<file path="config.mk">
export PLATFORM = sky130hd
export DESIGN_NAME = encoder_window_rpm_estimator_top_flat
export DESIGN_NICKNAME = d
export VERILOG_FILES = /design/src/hdl/ewre_pkg.sv /design/src/hdl/ewre_sample_if.sv /design/src/hdl/ewre_result_if.sv /design/src/hdl/ewre_ring.sv /design/src/hdl/ewre_div.sv /design/src/hdl/encoder_window_rpm_estimator_top.sv /design/src/flat_wrapper.sv
export SDC_FILE = /design/constraint.sdc
export NUM_CORES = 2
export LEC_CHECK = 0
export BUFFER_PORTS_ARGS = -buffer_cell sky130_fd_sc_hd__buf_2
export CORE_MARGIN = 2
export CORE_UTILIZATION = 60
export CTS_BUF_LIST = sky130_fd_sc_hd__clkbuf_16
export DETAILED_ROUTE_END_ITERATION = 8
export PLACE_DENSITY = 0.77
export SETUP_SLACK_MARGIN = 0.5
export SLEW_MARGIN = 20
export SYNTH_ARGS = -nofsm -noshare
export SYNTH_HDL_FRONTEND = slang
export SYNTH_HIERARCHICAL = 1
export SYNTH_SLANG_ARGS = --single-unit
</file>
<file path="constraint.sdc">
create_clock -name clk_i -period 22.9 [get_ports clk_i]
set_clock_uncertainty 0.2 [all_clocks]
set_input_delay 3.435 -clock clk_i [delete_from_list [all_inputs] [get_ports clk_i]]
set_output_delay 3.435 -clock clk_i [all_outputs]
set_load 0.1 [all_outputs]
</file>
<file path="src/hdl/ewre_pkg.sv">
// ----------------------------------------------------------------------------
// Encoder window speed estimator package
// Shared widths, reset values and scale constants of the estimator.
// ----------------------------------------------------------------------------
package ewre_pkg;

  // Default number of samples in the moving window.
  localparam int WINDOW_DEF = 8;

  // Field widths.
  localparam int CNT_W = 16;
  localparam int MS_W  = 16;
  localparam int CPR_W = 16;
  localparam int RPM_W = 32;

  // Reset value of the counts-per-revolution register.
  localparam logic [CPR_W-1:0] CPR_RESET = 16'd2048;

  // Scale factor: 60000 ms per minute times 256 for the Q.8 fraction.
  localparam int SCALE_W = 24;
  localparam logic [SCALE_W-1:0] SCALE = 24'd15360000;

  // Saturation limits of the 32-bit result.
  localparam logic [RPM_W-1:0] RPM_MAX = 32'h7FFF_FFFF;
  localparam logic [RPM_W-1:0] RPM_MIN = 32'h8000_0000;

endpackage

</file>
<file path="src/hdl/ewre_sample_if.sv">
// ----------------------------------------------------------------------------
// Speed sample channel
// Valid/ready channel that carries one encoder speed sample per word.
// ----------------------------------------------------------------------------
interface ewre_sample_if;
  import ewre_pkg::*;

  logic                    valid;
  logic                    ready;
  logic signed [CNT_W-1:0] sample_count;
  logic        [MS_W-1:0]  elapsed_ms;

  modport source (output valid, output sample_count, output elapsed_ms, input ready);
  modport sink   (input valid, input sample_count, input elapsed_ms, output ready);

endinterface

</file>
<file path="src/hdl/ewre_result_if.sv">
// ----------------------------------------------------------------------------
// Speed result channel
// Valid/ready channel that carries one window speed result per word.
// ----------------------------------------------------------------------------
interface ewre_result_if;
  import ewre_pkg::*;

  logic                    valid;
  logic                    ready;
  logic signed [RPM_W-1:0] rpm_q8;
  logic                    no_time;
  logic                    saturated;

  modport source (output valid, output rpm_q8, output no_time, output saturated,
                  input ready);
  modport sink   (input valid, input rpm_q8, input no_time, input saturated,
                  output ready);

endinterface

</file>
<file path="src/hdl/ewre_ring.sv">
// ----------------------------------------------------------------------------
// Sample ring with running sums
// Holds the last Window samples in a small memory with per-entry valid bits
// and keeps the running sums of counts and of milliseconds.
// ----------------------------------------------------------------------------
module ewre_ring #(
  parameter int Window = ewre_pkg::WINDOW_DEF,
  parameter int CsumW  = 17 + $clog2(Window),
  parameter int TsumW  = 16 + $clog2(Window)
) (
  input  logic                           clk_i,
  input  logic                           rst_ni,
  input  logic                           rd_en_i,
  input  logic                           upd_en_i,
  input  logic signed [ewre_pkg::CNT_W-1:0] sample_count_i,
  input  logic        [ewre_pkg::MS_W-1:0]  elapsed_ms_i,
  output logic signed [CsumW-1:0]        count_total_o,
  output logic        [TsumW-1:0]        interval_total_o
);
  import ewre_pkg::*;

  localparam int HeadW = (Window > 1) ? $clog2(Window) : 1;

  logic signed [CNT_W-1:0] cnt_mem [Window];
  logic        [MS_W-1:0]  ms_mem  [Window];

  logic [Window-1:0]       valid_q;
  logic [HeadW-1:0]        head_q;
  logic signed [CNT_W-1:0] old_cnt_q;
  logic        [MS_W-1:0]  old_ms_q;
  logic                    old_valid_q;
  logic signed [CsumW-1:0] csum_q;
  logic        [TsumW-1:0] tsum_q;

  logic signed [CNT_W-1:0] old_cnt;
  logic        [MS_W-1:0]  old_ms;
  logic [HeadW-1:0]        head_next;

  // Entries never written since reset read as zero.
  assign old_cnt   = old_valid_q ? old_cnt_q : '0;
  assign old_ms    = old_valid_q ? old_ms_q : '0;
  assign head_next = (head_q == HeadW'(Window - 1)) ? '0 : head_q + 1'b1;

  // Memory read and write ports.
  always_ff @(posedge clk_i) begin
    if (rd_en_i) begin
      old_cnt_q <= cnt_mem[head_q];
      old_ms_q  <= ms_mem[head_q];
    end
    if (upd_en_i) begin
      cnt_mem[head_q] <= sample_count_i;
      ms_mem[head_q]  <= elapsed_ms_i;
    end
  end

  // Valid bits, write head and running sums.
  always_ff @(posedge clk_i or negedge rst_ni) begin
    if (!rst_ni) begin
      valid_q     <= '0;
      head_q      <= '0;
      old_valid_q <= 1'b0;
      csum_q      <= '0;
      tsum_q      <= '0;
    end else begin
      if (rd_en_i) begin
        old_valid_q <= valid_q[head_q];
      end
      if (upd_en_i) begin
        valid_q[head_q] <= 1'b1;
        head_q          <= head_next;
        csum_q          <= csum_q + CsumW'(sample_count_i) - CsumW'(old_cnt);
        tsum_q          <= tsum_q + TsumW'(elapsed_ms_i) - TsumW'(old_ms);
      end
    end
  end

  assign count_total_o    = csum_q;
  assign interval_total_o = tsum_q;

endmodule

</file>
<file path="src/hdl/ewre_div.sv">
// ----------------------------------------------------------------------------
// Iterative unsigned divider
// Restoring divider that produces one quotient bit per cycle.
// ----------------------------------------------------------------------------
module ewre_div #(
  parameter int NumW = 43,
  parameter int DenW = 35
) (
  input  logic            clk_i,
  input  logic            rst_ni,
  input  logic            start_i,
  input  logic [NumW-1:0] num_i,
  input  logic [DenW-1:0] den_i,
  output logic            done_o,
  output logic [NumW-1:0] quo_o
);

  localparam int CntW = $clog2(NumW + 1);

  logic            busy_q;
  logic            done_q;
  logic [CntW-1:0] cnt_q;
  logic [NumW-1:0] nq_q;
  logic [DenW-1:0] rem_q;
  logic [DenW-1:0] den_q;

  logic [DenW:0]   trial;
  logic [DenW:0]   diff;
  logic            fits;

  // One compare-and-subtract step.
  assign trial = {rem_q, nq_q[NumW-1]};
  assign diff  = trial - {1'b0, den_q};
  assign fits  = ~diff[DenW];

  always_ff @(posedge clk_i) begin
    if (start_i) begin
      nq_q  <= num_i;
      rem_q <= '0;
      den_q <= den_i;
    end else if (busy_q) begin
      nq_q  <= {nq_q[NumW-2:0], fits};
      rem_q <= fits ? diff[DenW-1:0] : trial[DenW-1:0];
    end
  end

  // Step counter and done pulse.
  always_ff @(posedge clk_i or negedge rst_ni) begin
    if (!rst_ni) begin
      busy_q <= 1'b0;
      done_q <= 1'b0;
      cnt_q  <= '0;
    end else begin
      done_q <= 1'b0;
      if (start_i) begin
        busy_q <= 1'b1;
        cnt_q  <= '0;
      end else if (busy_q) begin
        if (cnt_q == CntW'(NumW - 1)) begin
          busy_q <= 1'b0;
          done_q <= 1'b1;
        end
        cnt_q <= cnt_q + 1'b1;
      end
    end
  end

  assign done_o = done_q;
  assign quo_o  = nq_q;

endmodule

</file>
<file path="src/hdl/encoder_window_rpm_estimator_top.sv">
// ----------------------------------------------------------------------------
// Encoder window speed estimator
// Moving-window RPM estimate in signed Q.8 from encoder count samples.
//
// Channel    Dir   Payload
// sample_i   in    sample_count (s16), elapsed_ms (u16)
// result_o   out   rpm_q8 (s32), no_time, saturated
// cfg        in    cfg_we_i / cfg_wdata_i: counts per revolution (u16)
//
// The iterative divider produces one quotient bit per cycle; a zero time
// sum skips the divider. Reset clears the ring valid bits, sums and head
// at once; the counts-per-revolution register returns to 2048.
// The result word sits in an output register; the next sample is accepted
// while it waits, and a finished result holds until that register is free.
// ----------------------------------------------------------------------------
module encoder_window_rpm_estimator_top #(
  parameter int Window = ewre_pkg::WINDOW_DEF
) (
  input  logic                          clk_i,
  input  logic                          rst_ni,
  input  logic                          cfg_we_i,
  input  logic [ewre_pkg::CPR_W-1:0]    cfg_wdata_i,
  ewre_sample_if.sink                   sample_i,
  ewre_result_if.source                 result_o
);
  import ewre_pkg::*;

  localparam int CsumW = 17 + $clog2(Window);
  localparam int TsumW = 16 + $clog2(Window);
  localparam int MagW  = CsumW - 1;
  localparam int NumW  = MagW + SCALE_W;
  localparam int DenW  = TsumW + CPR_W;

  // Sequencer states.
  localparam logic [2:0] S_IDLE = 3'd0;
  localparam logic [2:0] S_UPD  = 3'd1;
  localparam logic [2:0] S_MULN = 3'd2;
  localparam logic [2:0] S_MULD = 3'd3;
  localparam logic [2:0] S_DIV  = 3'd4;
  localparam logic [2:0] S_DONE = 3'd5;

  logic [2:0]              state_q, state_d;
  logic [CPR_W-1:0]        cpr_q;
  logic signed [CNT_W-1:0] cnt_q;
  logic [MS_W-1:0]         ms_q;
  logic [NumW-1:0]         num_q;
  logic                    zero_q;

  logic                    out_valid_q;
  logic [RPM_W-1:0]        rpm_q;
  logic                    no_time_q;
  logic                    sat_q;

  logic                    in_acc;
  logic signed [CsumW-1:0] csum;
  logic [TsumW-1:0]        tsum;
  logic [CsumW-1:0]        csum_abs;
  logic [MagW-1:0]         mag;
  logic                    neg;
  logic [CPR_W-1:0]        cpr_eff;
  logic [MagW-1:0]         mul_a;
  logic [SCALE_W-1:0]      mul_b;
  logic [NumW-1:0]         prod;
  logic                    div_start;
  logic                    div_done;
  logic [NumW-1:0]         quo;
  logic                    hi_nz;
  logic                    sat;
  logic [RPM_W-1:0]        rpm;
  logic                    out_free;

  assign in_acc = sample_i.valid && sample_i.ready;
  assign sample_i.ready = (state_q == S_IDLE);

  // Counts per revolution register; zero reads as one.
  always_ff @(posedge clk_i or negedge rst_ni) begin
    if (!rst_ni) begin
      cpr_q <= CPR_RESET;
    end else if (cfg_we_i) begin
      cpr_q <= cfg_wdata_i;
    end
  end
  assign cpr_eff = (cpr_q == '0) ? CPR_W'(1) : cpr_q;

  // Sample capture.
  always_ff @(posedge clk_i) begin
    if (in_acc) begin
      cnt_q <= sample_i.sample_count;
      ms_q  <= sample_i.elapsed_ms;
    end
  end

  ewre_ring #(
    .Window (Window),
    .CsumW  (CsumW),
    .TsumW  (TsumW)
  ) u_ring (
    .clk_i            (clk_i),
    .rst_ni           (rst_ni),
    .rd_en_i          (in_acc),
    .upd_en_i         (state_q == S_UPD),
    .sample_count_i   (cnt_q),
    .elapsed_ms_i     (ms_q),
    .count_total_o    (csum),
    .interval_total_o (tsum)
  );

  // Sign and magnitude of the count sum.
  assign neg      = csum[CsumW-1];
  assign csum_abs = neg ? (~csum + 1'b1) : csum;
  assign mag      = csum_abs[MagW-1:0];

  // Shared multiplier: numerator first, then denominator.
  assign mul_a = (state_q == S_MULN) ? mag : MagW'(tsum);
  assign mul_b = (state_q == S_MULN) ? SCALE : SCALE_W'(cpr_eff);
  assign prod  = mul_a * mul_b;

  always_ff @(posedge clk_i) begin
    if (state_q == S_MULN) begin
      num_q <= prod;
    end
  end

  assign div_start = (state_q == S_MULD);

  ewre_div #(
    .NumW (NumW),
    .DenW (DenW)
  ) u_div (
    .clk_i   (clk_i),
    .rst_ni  (rst_ni),
    .start_i (div_start),
    .num_i   (num_q),
    .den_i   (prod[DenW-1:0]),
    .done_o  (div_done),
    .quo_o   (quo)
  );

  // Sign restore and saturation to 32 bits.
  assign hi_nz = |quo[NumW-1:RPM_W-1];
  assign sat   = neg ? (hi_nz && (quo != NumW'(RPM_MIN))) : hi_nz;
  always_comb begin
    if (neg) begin
      rpm = sat ? RPM_MIN : (~quo[RPM_W-1:0] + 1'b1);
    end else begin
      rpm = sat ? RPM_MAX : quo[RPM_W-1:0];
    end
  end

  assign out_free = !out_valid_q || result_o.ready;

  // Sequencer.
  always_comb begin
    state_d = state_q;
    unique case (state_q)
      S_IDLE: if (in_acc) state_d = S_UPD;
      S_UPD:  state_d = S_MULN;
      S_MULN: state_d = (tsum == '0) ? S_DONE : S_MULD;
      S_MULD: state_d = S_DIV;
      S_DIV:  if (div_done) state_d = S_DONE;
      S_DONE: if (out_free) state_d = S_IDLE;
      default: state_d = S_IDLE;
    endcase
  end

  always_ff @(posedge clk_i or negedge rst_ni) begin
    if (!rst_ni) begin
      state_q <= S_IDLE;
      zero_q  <= 1'b0;
    end else begin
      state_q <= state_d;
      if (state_q == S_MULN) begin
        zero_q <= (tsum == '0);
      end
    end
  end

  // Result register holding the sign-restored, saturated quotient once the divider finishes.
  logic [RPM_W-1:0] res_rpm_q;
  logic             res_sat_q;

  always_ff @(posedge clk_i) begin
    if (div_done) begin
      res_rpm_q <= rpm;
      res_sat_q <= sat;
    end
  end

  always_ff @(posedge clk_i or negedge rst_ni) begin
    if (!rst_ni) begin
      out_valid_q <= 1'b0;
    end else if (state_q == S_DONE && out_free) begin
      out_valid_q <= 1'b1;
    end else if (result_o.ready) begin
      out_valid_q <= 1'b0;
    end
  end

  always_ff @(posedge clk_i) begin
    if (state_q == S_DONE && out_free) begin
      rpm_q     <= zero_q ? '0 : res_rpm_q;
      no_time_q <= zero_q;
      sat_q     <= zero_q ? 1'b0 : res_sat_q;
    end
  end

  assign result_o.valid     = out_valid_q;
  assign result_o.rpm_q8    = rpm_q;
  assign result_o.no_time   = no_time_q;
  assign result_o.saturated = sat_q;

endmodule

</file>
<file path="src/flat_wrapper.sv">
// flat-port wrapper written by rule: the top's interface ports become plain ports
module encoder_window_rpm_estimator_top_flat import ewre_pkg::*;
#(
  parameter int Window = ewre_pkg::WINDOW_DEF
)
  (clk_i, rst_ni, cfg_we_i, cfg_wdata_i, sample_i_valid, sample_i_sample_count, sample_i_elapsed_ms, sample_i_ready, result_o_valid, result_o_rpm_q8, result_o_no_time, result_o_saturated, result_o_ready);
  ewre_sample_if sample_i_i ();
  ewre_result_if result_o_i ();
  input  logic clk_i;
  input  logic rst_ni;
  input  logic cfg_we_i;
  input  logic [ewre_pkg::CPR_W-1:0] cfg_wdata_i;
  input wire logic [$bits(sample_i_i.valid)-1:0] sample_i_valid;
  input wire logic [$bits(sample_i_i.sample_count)-1:0] sample_i_sample_count;
  input wire logic [$bits(sample_i_i.elapsed_ms)-1:0] sample_i_elapsed_ms;
  output wire logic [$bits(sample_i_i.ready)-1:0] sample_i_ready;
  output wire logic [$bits(result_o_i.valid)-1:0] result_o_valid;
  output wire logic [$bits(result_o_i.rpm_q8)-1:0] result_o_rpm_q8;
  output wire logic [$bits(result_o_i.no_time)-1:0] result_o_no_time;
  output wire logic [$bits(result_o_i.saturated)-1:0] result_o_saturated;
  input wire logic [$bits(result_o_i.ready)-1:0] result_o_ready;
  assign sample_i_i.valid = sample_i_valid;
  assign sample_i_i.sample_count = sample_i_sample_count;
  assign sample_i_i.elapsed_ms = sample_i_elapsed_ms;
  assign sample_i_ready = sample_i_i.ready;
  assign result_o_valid = result_o_i.valid;
  assign result_o_rpm_q8 = result_o_i.rpm_q8;
  assign result_o_no_time = result_o_i.no_time;
  assign result_o_saturated = result_o_i.saturated;
  assign result_o_i.ready = result_o_ready;
  encoder_window_rpm_estimator_top #(.Window(Window)) u_core (.clk_i(clk_i), .rst_ni(rst_ni), .cfg_we_i(cfg_we_i), .cfg_wdata_i(cfg_wdata_i), .sample_i(sample_i_i), .result_o(result_o_i));
endmodule
</file>
# Yosys cells after proc, flatten, opt, wreduce, memory -nomap -nowiden
# Memories as Yosys holds them, arrays and structs flattened. A register that Yosys moved wholly into a read port is not among the register bits.
# Index checks and enable logic that the tools add are counted.
dict set report word_totals {
  regBits 335
  ram_bits 256
  output_inout_bits 36
  wordCells 100
  n_memories 2
}
# name words word_bits rd rd_clocked_by_memory_dff write_ports line
set mem_list {}
lappend mem_list {u_core.u_ring.cnt_mem 8 16 1 1 1 ewre_ring.sv:24} ;# logic signed [CNT_W-1:0] cnt_mem [Window];
lappend mem_list {u_core.u_ring.ms_mem 8 16 1 1 1 ewre_ring.sv:25} ;# logic [MS_W-1:0] ms_mem [Window];
dict set report classes {
  add_sub_neg 9
  n_mul 1
  order_cmp 2
  n_eq_ne 11
  n_mux 35
  bitwise_logic 4
  reduce_logical 13
}
# cell n
set op_table {}
lappend op_table {{$mux 32} 3}
lappend op_table {{$mux 43} 2}
lappend op_table {{$mux 16} 3}
lappend op_table {{$mul 19x24->43} 1}
lappend op_table {{$ne 43x32->1 const B} 1}
lappend op_table {{$mux 19} 2}
lappend op_table {{$sub 36x35->36} 1}
lappend op_table {{$mux 35} 1}
lappend op_table {{$add 32x1->32 const B} 1}
lappend op_table {{$not 32->32} 1}
lappend op_table {{$mux 24} 1}
lappend op_table {{$add 20x16->20} 1}
lappend op_table {{$sub 20x16->20} 1}
lappend op_table {{$add 19x1->19 const B} 1}
lappend op_table {{$add 19x16->19} 1}
lappend op_table {{$logic_not 19->1} 1}
lappend op_table {{$not 19->19} 1}
lappend op_table {{$sub 19x16->19} 1}
lappend op_table {{$pmux 3 s6} 1}
lappend op_table {{$logic_not 16->1} 1}
lappend op_table {{$mux 3} 5}
lappend op_table {{$mux 1} 13}
lappend op_table {{$mux 6} 2}
lappend op_table {{$reduce_or 12->1} 1}
lappend op_table {{other kinds (20)} 28}

# Depth between registers and ports, before layout
dict set report logic_depth {
  ltp_word 5
  ltp_mapped 30
}

# By module
# The synthesis kept the hierarchy.
# mod instances cells_per_inst area_each_um2 seq_area_each_um2
set by_module_without_submodules {}
lappend by_module_without_submodules {encoder_window_rpm_estimator_top 1 2106 20567.2 4790.8}
lappend by_module_without_submodules {ewre_ring 1 1243 16214.3 9924.5}
lappend by_module_without_submodules {ewre_div 1 632 6835.3 3243.1}

# Worst setup path after synthesis
# OpenSTA, ideal clock, no wires.
dict set report synth_path {
  path_type {reg-to-reg}
  start {reg u_core.u_ring.csum_q[2] (netlist: u_core/u_ring/count_total_o[2])}
  end {reg u_core.num_q[37] (data pin)}
  setup_time_ns 0.264
  arrival_ns 7.507
  slack_ns 14.928
  path_stages_with_launch 30
  path_buffers 2
  period_less_slack_ns 7.972
  cell_sequence {dfrtp_1 > or4_1 > nor2_1 > nand2_1 > o21ai_1 > xor2_1 > nor2_1 > a21o_1 > clkbuf_1 > nand2_1 > fa_1 > inv_1 > fa_1 > inv_1 > fa_1 > inv_1 > fa_1 > fa_1 > inv_1 > fa_1 > inv_1 > ha_1 > clkbuf_1 > nand2_1 > or3_1 > or3_1 > o21ai_1 > a41oi_1 > o21ai_1 > xor2_1}
}
dict set report synth_between {
  elab_chain_cells 5
}
# element line
set synth_lines {}
lappend synth_lines {{start: declaration} ewre_ring.sv:32} ;# logic signed [CsumW-1:0] csum_q;
lappend synth_lines {{start signal: assignment} ewre_ring.sv:71} ;# csum_q <= csum_q + CsumW'(sample_count_i) - CsumW'(old_cnt);
lappend synth_lines {{$not 19->19} encoder_window_rpm_estimator_top.sv:110} ;# assign csum_abs = neg ? (~csum + 1'b1) : csum;
lappend synth_lines {{$add 19x1->19} encoder_window_rpm_estimator_top.sv:110}
lappend synth_lines {{$mux 19 (*)} encoder_window_rpm_estimator_top.sv:110}
lappend synth_lines {{$mux 19 (*)} encoder_window_rpm_estimator_top.sv:114} ;# assign mul_a = (state_q == S_MULN) ? mag : MagW'(tsum);
lappend synth_lines {{$mul 19x24->43 (*)} encoder_window_rpm_estimator_top.sv:116} ;# assign prod = mul_a * mul_b;
lappend synth_lines {{via u_core.prod[37]} encoder_window_rpm_estimator_top.sv:63} ;# logic [NumW-1:0] prod;
lappend synth_lines {{end signal: assignment} encoder_window_rpm_estimator_top.sv:120} ;# num_q <= prod;
lappend synth_lines {{end: declaration} encoder_window_rpm_estimator_top.sv:46} ;# logic [NumW-1:0] num_q;
# The timed path passes the listed nets; every way through them passes the cells marked *.
# A chain may end at the register's enable or synchronous reset.

# Worst setup path after layout
# Same ends and word-level chain as after synthesis.

==> qor.yml <==
hold_path:
  worstHoldEndpoint: "u_core/u_ring/valid_q[7]"
  hp-start: "u_core/u_ring/valid_q[7]"
  whs_path_depth: 1
  min_path_type: "flip-flop to flip-flop"
placement:
  place_ws_ps: 14190
  port_buffers: 88
  dpl-instance-area_um2: 44900
  dp_hpwl_mm: 74.20
  gp_congestion: 0.9398
  placed_cells: 4872
setup_path:
  start_kind: "flip-flop"
  r2r-start: "u_core/u_ring/count_total_o[2]"
  worstReg2RegEnd: "u_core/num_q[37]"
  worstSetupEndpointType: "flip-flop"
  worstSetupPathType: "flip-flop to flip-flop"
  worst-path-max-fanout: 8
  reg2regPathDepth: 25
  setup.worst_path.start: "u_core/u_ring/count_total_o[2]"
  crit_path_frequent_cell: "fa_1"
  cp_slowest_cell: "or4_1"
  arrival_ps: 8890
  cpPeakStageDelay_ps: 580
  reg2reg_slack_ps: 14160
  critPathRequiredTime_ps: 23040
floorplan:
  core_um2: 71730
  ioPinCount: 89
  start_util_pct: 60.81
  dieArea_um2: 74870
  rows: 98
  die_w_um: 273.6
  die_h_um: 273.6
timing:
  fin_crit_sh_pct: 38.18
  max_slew_margin_pct: 29.27
  hold_viol: 0
  setup_violations: 0
  tightest_slew_ps: 1061
  holdWs_ps: 263.7
  layout_min_cycle_time_ps: 8743
  setup_ws_ps: 14160
  rsz0062_at_grt: "no"
  slew_violations: 0
  tns_ps: 0
  fmax_ghz: 0.1144
global_route:
  busiest_layer: "met2"
  gr-usage-met1_pct: 35.41
  grt_max_degree: 91
  antenna_found_initial: 0
  grt_remaining_overflow: 0
  grt_pass1_wl_mm: 164.2
  grtUsageMet2_pct: 48.37
  grt_pass1_vias: 30240
  grt.total_usage_pct: 28.22
  gr-usage-met3_pct: 3.965
clock_tree:
  clockRootBuffer: "clkbuf_16"
  hold_buffers: 0
  post_cts_buffers: 0
  worstSkewPairLatency_ps: 640
  cts.path.max_buffers: 3
  htree_levels: 3
  cts_tree: "done"
  cts_resized: 0
  cts_made_buffers: 68
  clk_pin_slew_ps: 60
  clock_sinks: 623
logic_synthesis:
  synthCells: 3981
  synth_cell_types: 103
  synth_top_area_cell: "edfxtp_1"
  syn-num-nets: 4639
  yosys-top-cells-area: "edfxtp_1 35%, fa_1 16%, ha_1 7.2%"
  ys_warn_count: 6
  ys_seq_area_share_pct: 41.17
  syn_avg_cell_area_um2: 10.96
  synthArstFlopShare_pct: 12.84
  ys_seq_elements: 623
  synth_area_um2: 43620
  yosysTopAreaCellShare_pct: 34.97
  ys.flop_type: "edfxtp_1"
  synth_edf_count: 508
cells_and_area:
  fin_nets: 4651
  num-fill-cells: 5413
  drive_gt1_share_pct: 10.28
  syn2layout_area_growth_pct: 8.307
  final-seq-area_um2: 17970
  multi_input_area_um2: 22570
  mostFrequentLayoutCell: "inv_1"
  fin_cells: 4996
  mostFrequentLayoutCells: "654 x inv_1, 508 x edfxtp_1, 355 x fa_1"
  final_cell_area_um2: 47240
  final_core_util_pct: 65.86
drt:
  drt-wirelength-per-cell_um: 20.82
  via_per_inst: 5.954
  first_pass_iters: 6
  drcViolationCount: 0
  wirelength_mm: 104.0
  drtIter0Drc: 2520
  drt.antenna.violating_nets: 0
  num_vias: 29750
outcome:
  status: "complete, no violations"
power_and_ir_drop:
  p_total_mw: 2.365
  power_density_nw_per_um2: 50.06
  leakage_nw: 20.75
  irDropWorstVdd_mv: 0.07879
job:
  maxCapViolCount: 0
-- cells in the mapped netlist, types with 5 or more instances --
master    number
nand3_1       67
a21o_1        59
nand2_1      288
or3_1         19
nor2_1       221
fa_1         355
buf_2         18
dfrtp_1       79
o21ai_1       27
a41oi_1        6
a31oi_1       18
nand2b_1      25
o21ai_0      103
or2_2         14
dfxtp_1       35
a221o_1       18
clkbuf_1     156
a221oi_1      10
and2_1        70
a311oi_1       7
nor2b_1       45
o221ai_1      15
a21oi_1      174
a22o_1        12
xor2_1        62
nor3_1        28
edfxtp_1     508
inv_1        644
o21a_1        14
o31ai_1       21
nor4_1        16
a211oi_1      42
o211ai_1      14
o21bai_1      12
ha_1         250
nand4_1       24
xnor2_1       60
mux2i_1       85
o22ai_1       10
a21oi_2        5
and3_1       110
a22oi_1       21
mux2_2       100
o41ai_1        6
buf_1          8
-- power by group --
part | total (mW) | switching [mW] | leakage, nW | internal (mW)
Combinational | 0.0252 | 0.0173 | 14.0 | 0.00793
Sequential | 1.23 | 0.0156 | 5.58 | 1.21
Clock | 1.11 | 0.475 | 1.16 | 0.636
-- kinds of logic after synthesis --
family,Yosys count,share of synthesized area [%]
XOR/XNOR,123,2.513
adder cells (fa/ha/maj),605,23.47
AO/OA/AOI/OAI,641,9.877
multiplexers,189,4.739
buffers and inverters,835,7.298
AND/OR/NAND/NOR,965,10.94
flip-flops,623,41.17
-- state kept, by name, indices dropped and copies added, names as in the netlist, 20 cells and up --
signal	cells
u_core/u_ring/ms_mem	128
u_core/u_div/quo_o	43
u_core/result_o.rpm_q8	32
u_core/u_ring/cnt_mem	128
u_core/res_rpm_q	32
u_core/num_q	43
u_core/u_div/den_q	35
u_core/u_ring/count_total_o	20
u_core/u_div/rem_q	35
-- how the worst max path moves through the flow --
stage                        to  slack, ps  cells past startpoint
2_1_floorplan  u_core/num_q[37]      14930                     29
5_1_grt        u_core/num_q[37]      13630                     25
3_3_place_gp   u_core/num_q[37]      14360                     25
6_report       u_core/num_q[37]      14160                     25
4_1_cts        u_core/num_q[37]      14130                     25
3_5_place_dp   u_core/num_q[37]      14190                     25
-- final cells by class --
type | count | area share, %
Multi-Input combinational cell | 2523 | 47.77
Sequential cell | 623 | 38.04
Inverter | 648 | 5.149
Clock buffer | 68 | 3.602
Tap cell | 950 | 2.516
Timing Repair Buffer | 129 | 1.632
Clock inverter | 54 | 1.293
Antenna cell | 1 | 0.005297
-- metal layers --
| metal | part of all wire, % | routed length, um |
|---|---|---|
| met1 | 39 | 40770 |
| met2 | 50 | 51750 |
| met3 | 6.2 | 6452 |
| met4 | 4.8 | 5022 |
| met5 | 0 | 0 |
-- worst max-delay path: cells and delay by family, from the launching register on --
family,cells,cell delay [ps]
buffers and inverters,3,150
AO/OA/AOI/OAI,5,1280
AND/OR/NAND/NOR,8,2690
adder cells (fa/ha/maj),7,3450
flip-flops,1,460
XOR/XNOR,2,190
No activity file was read; power rests on OpenSTA's default activity.
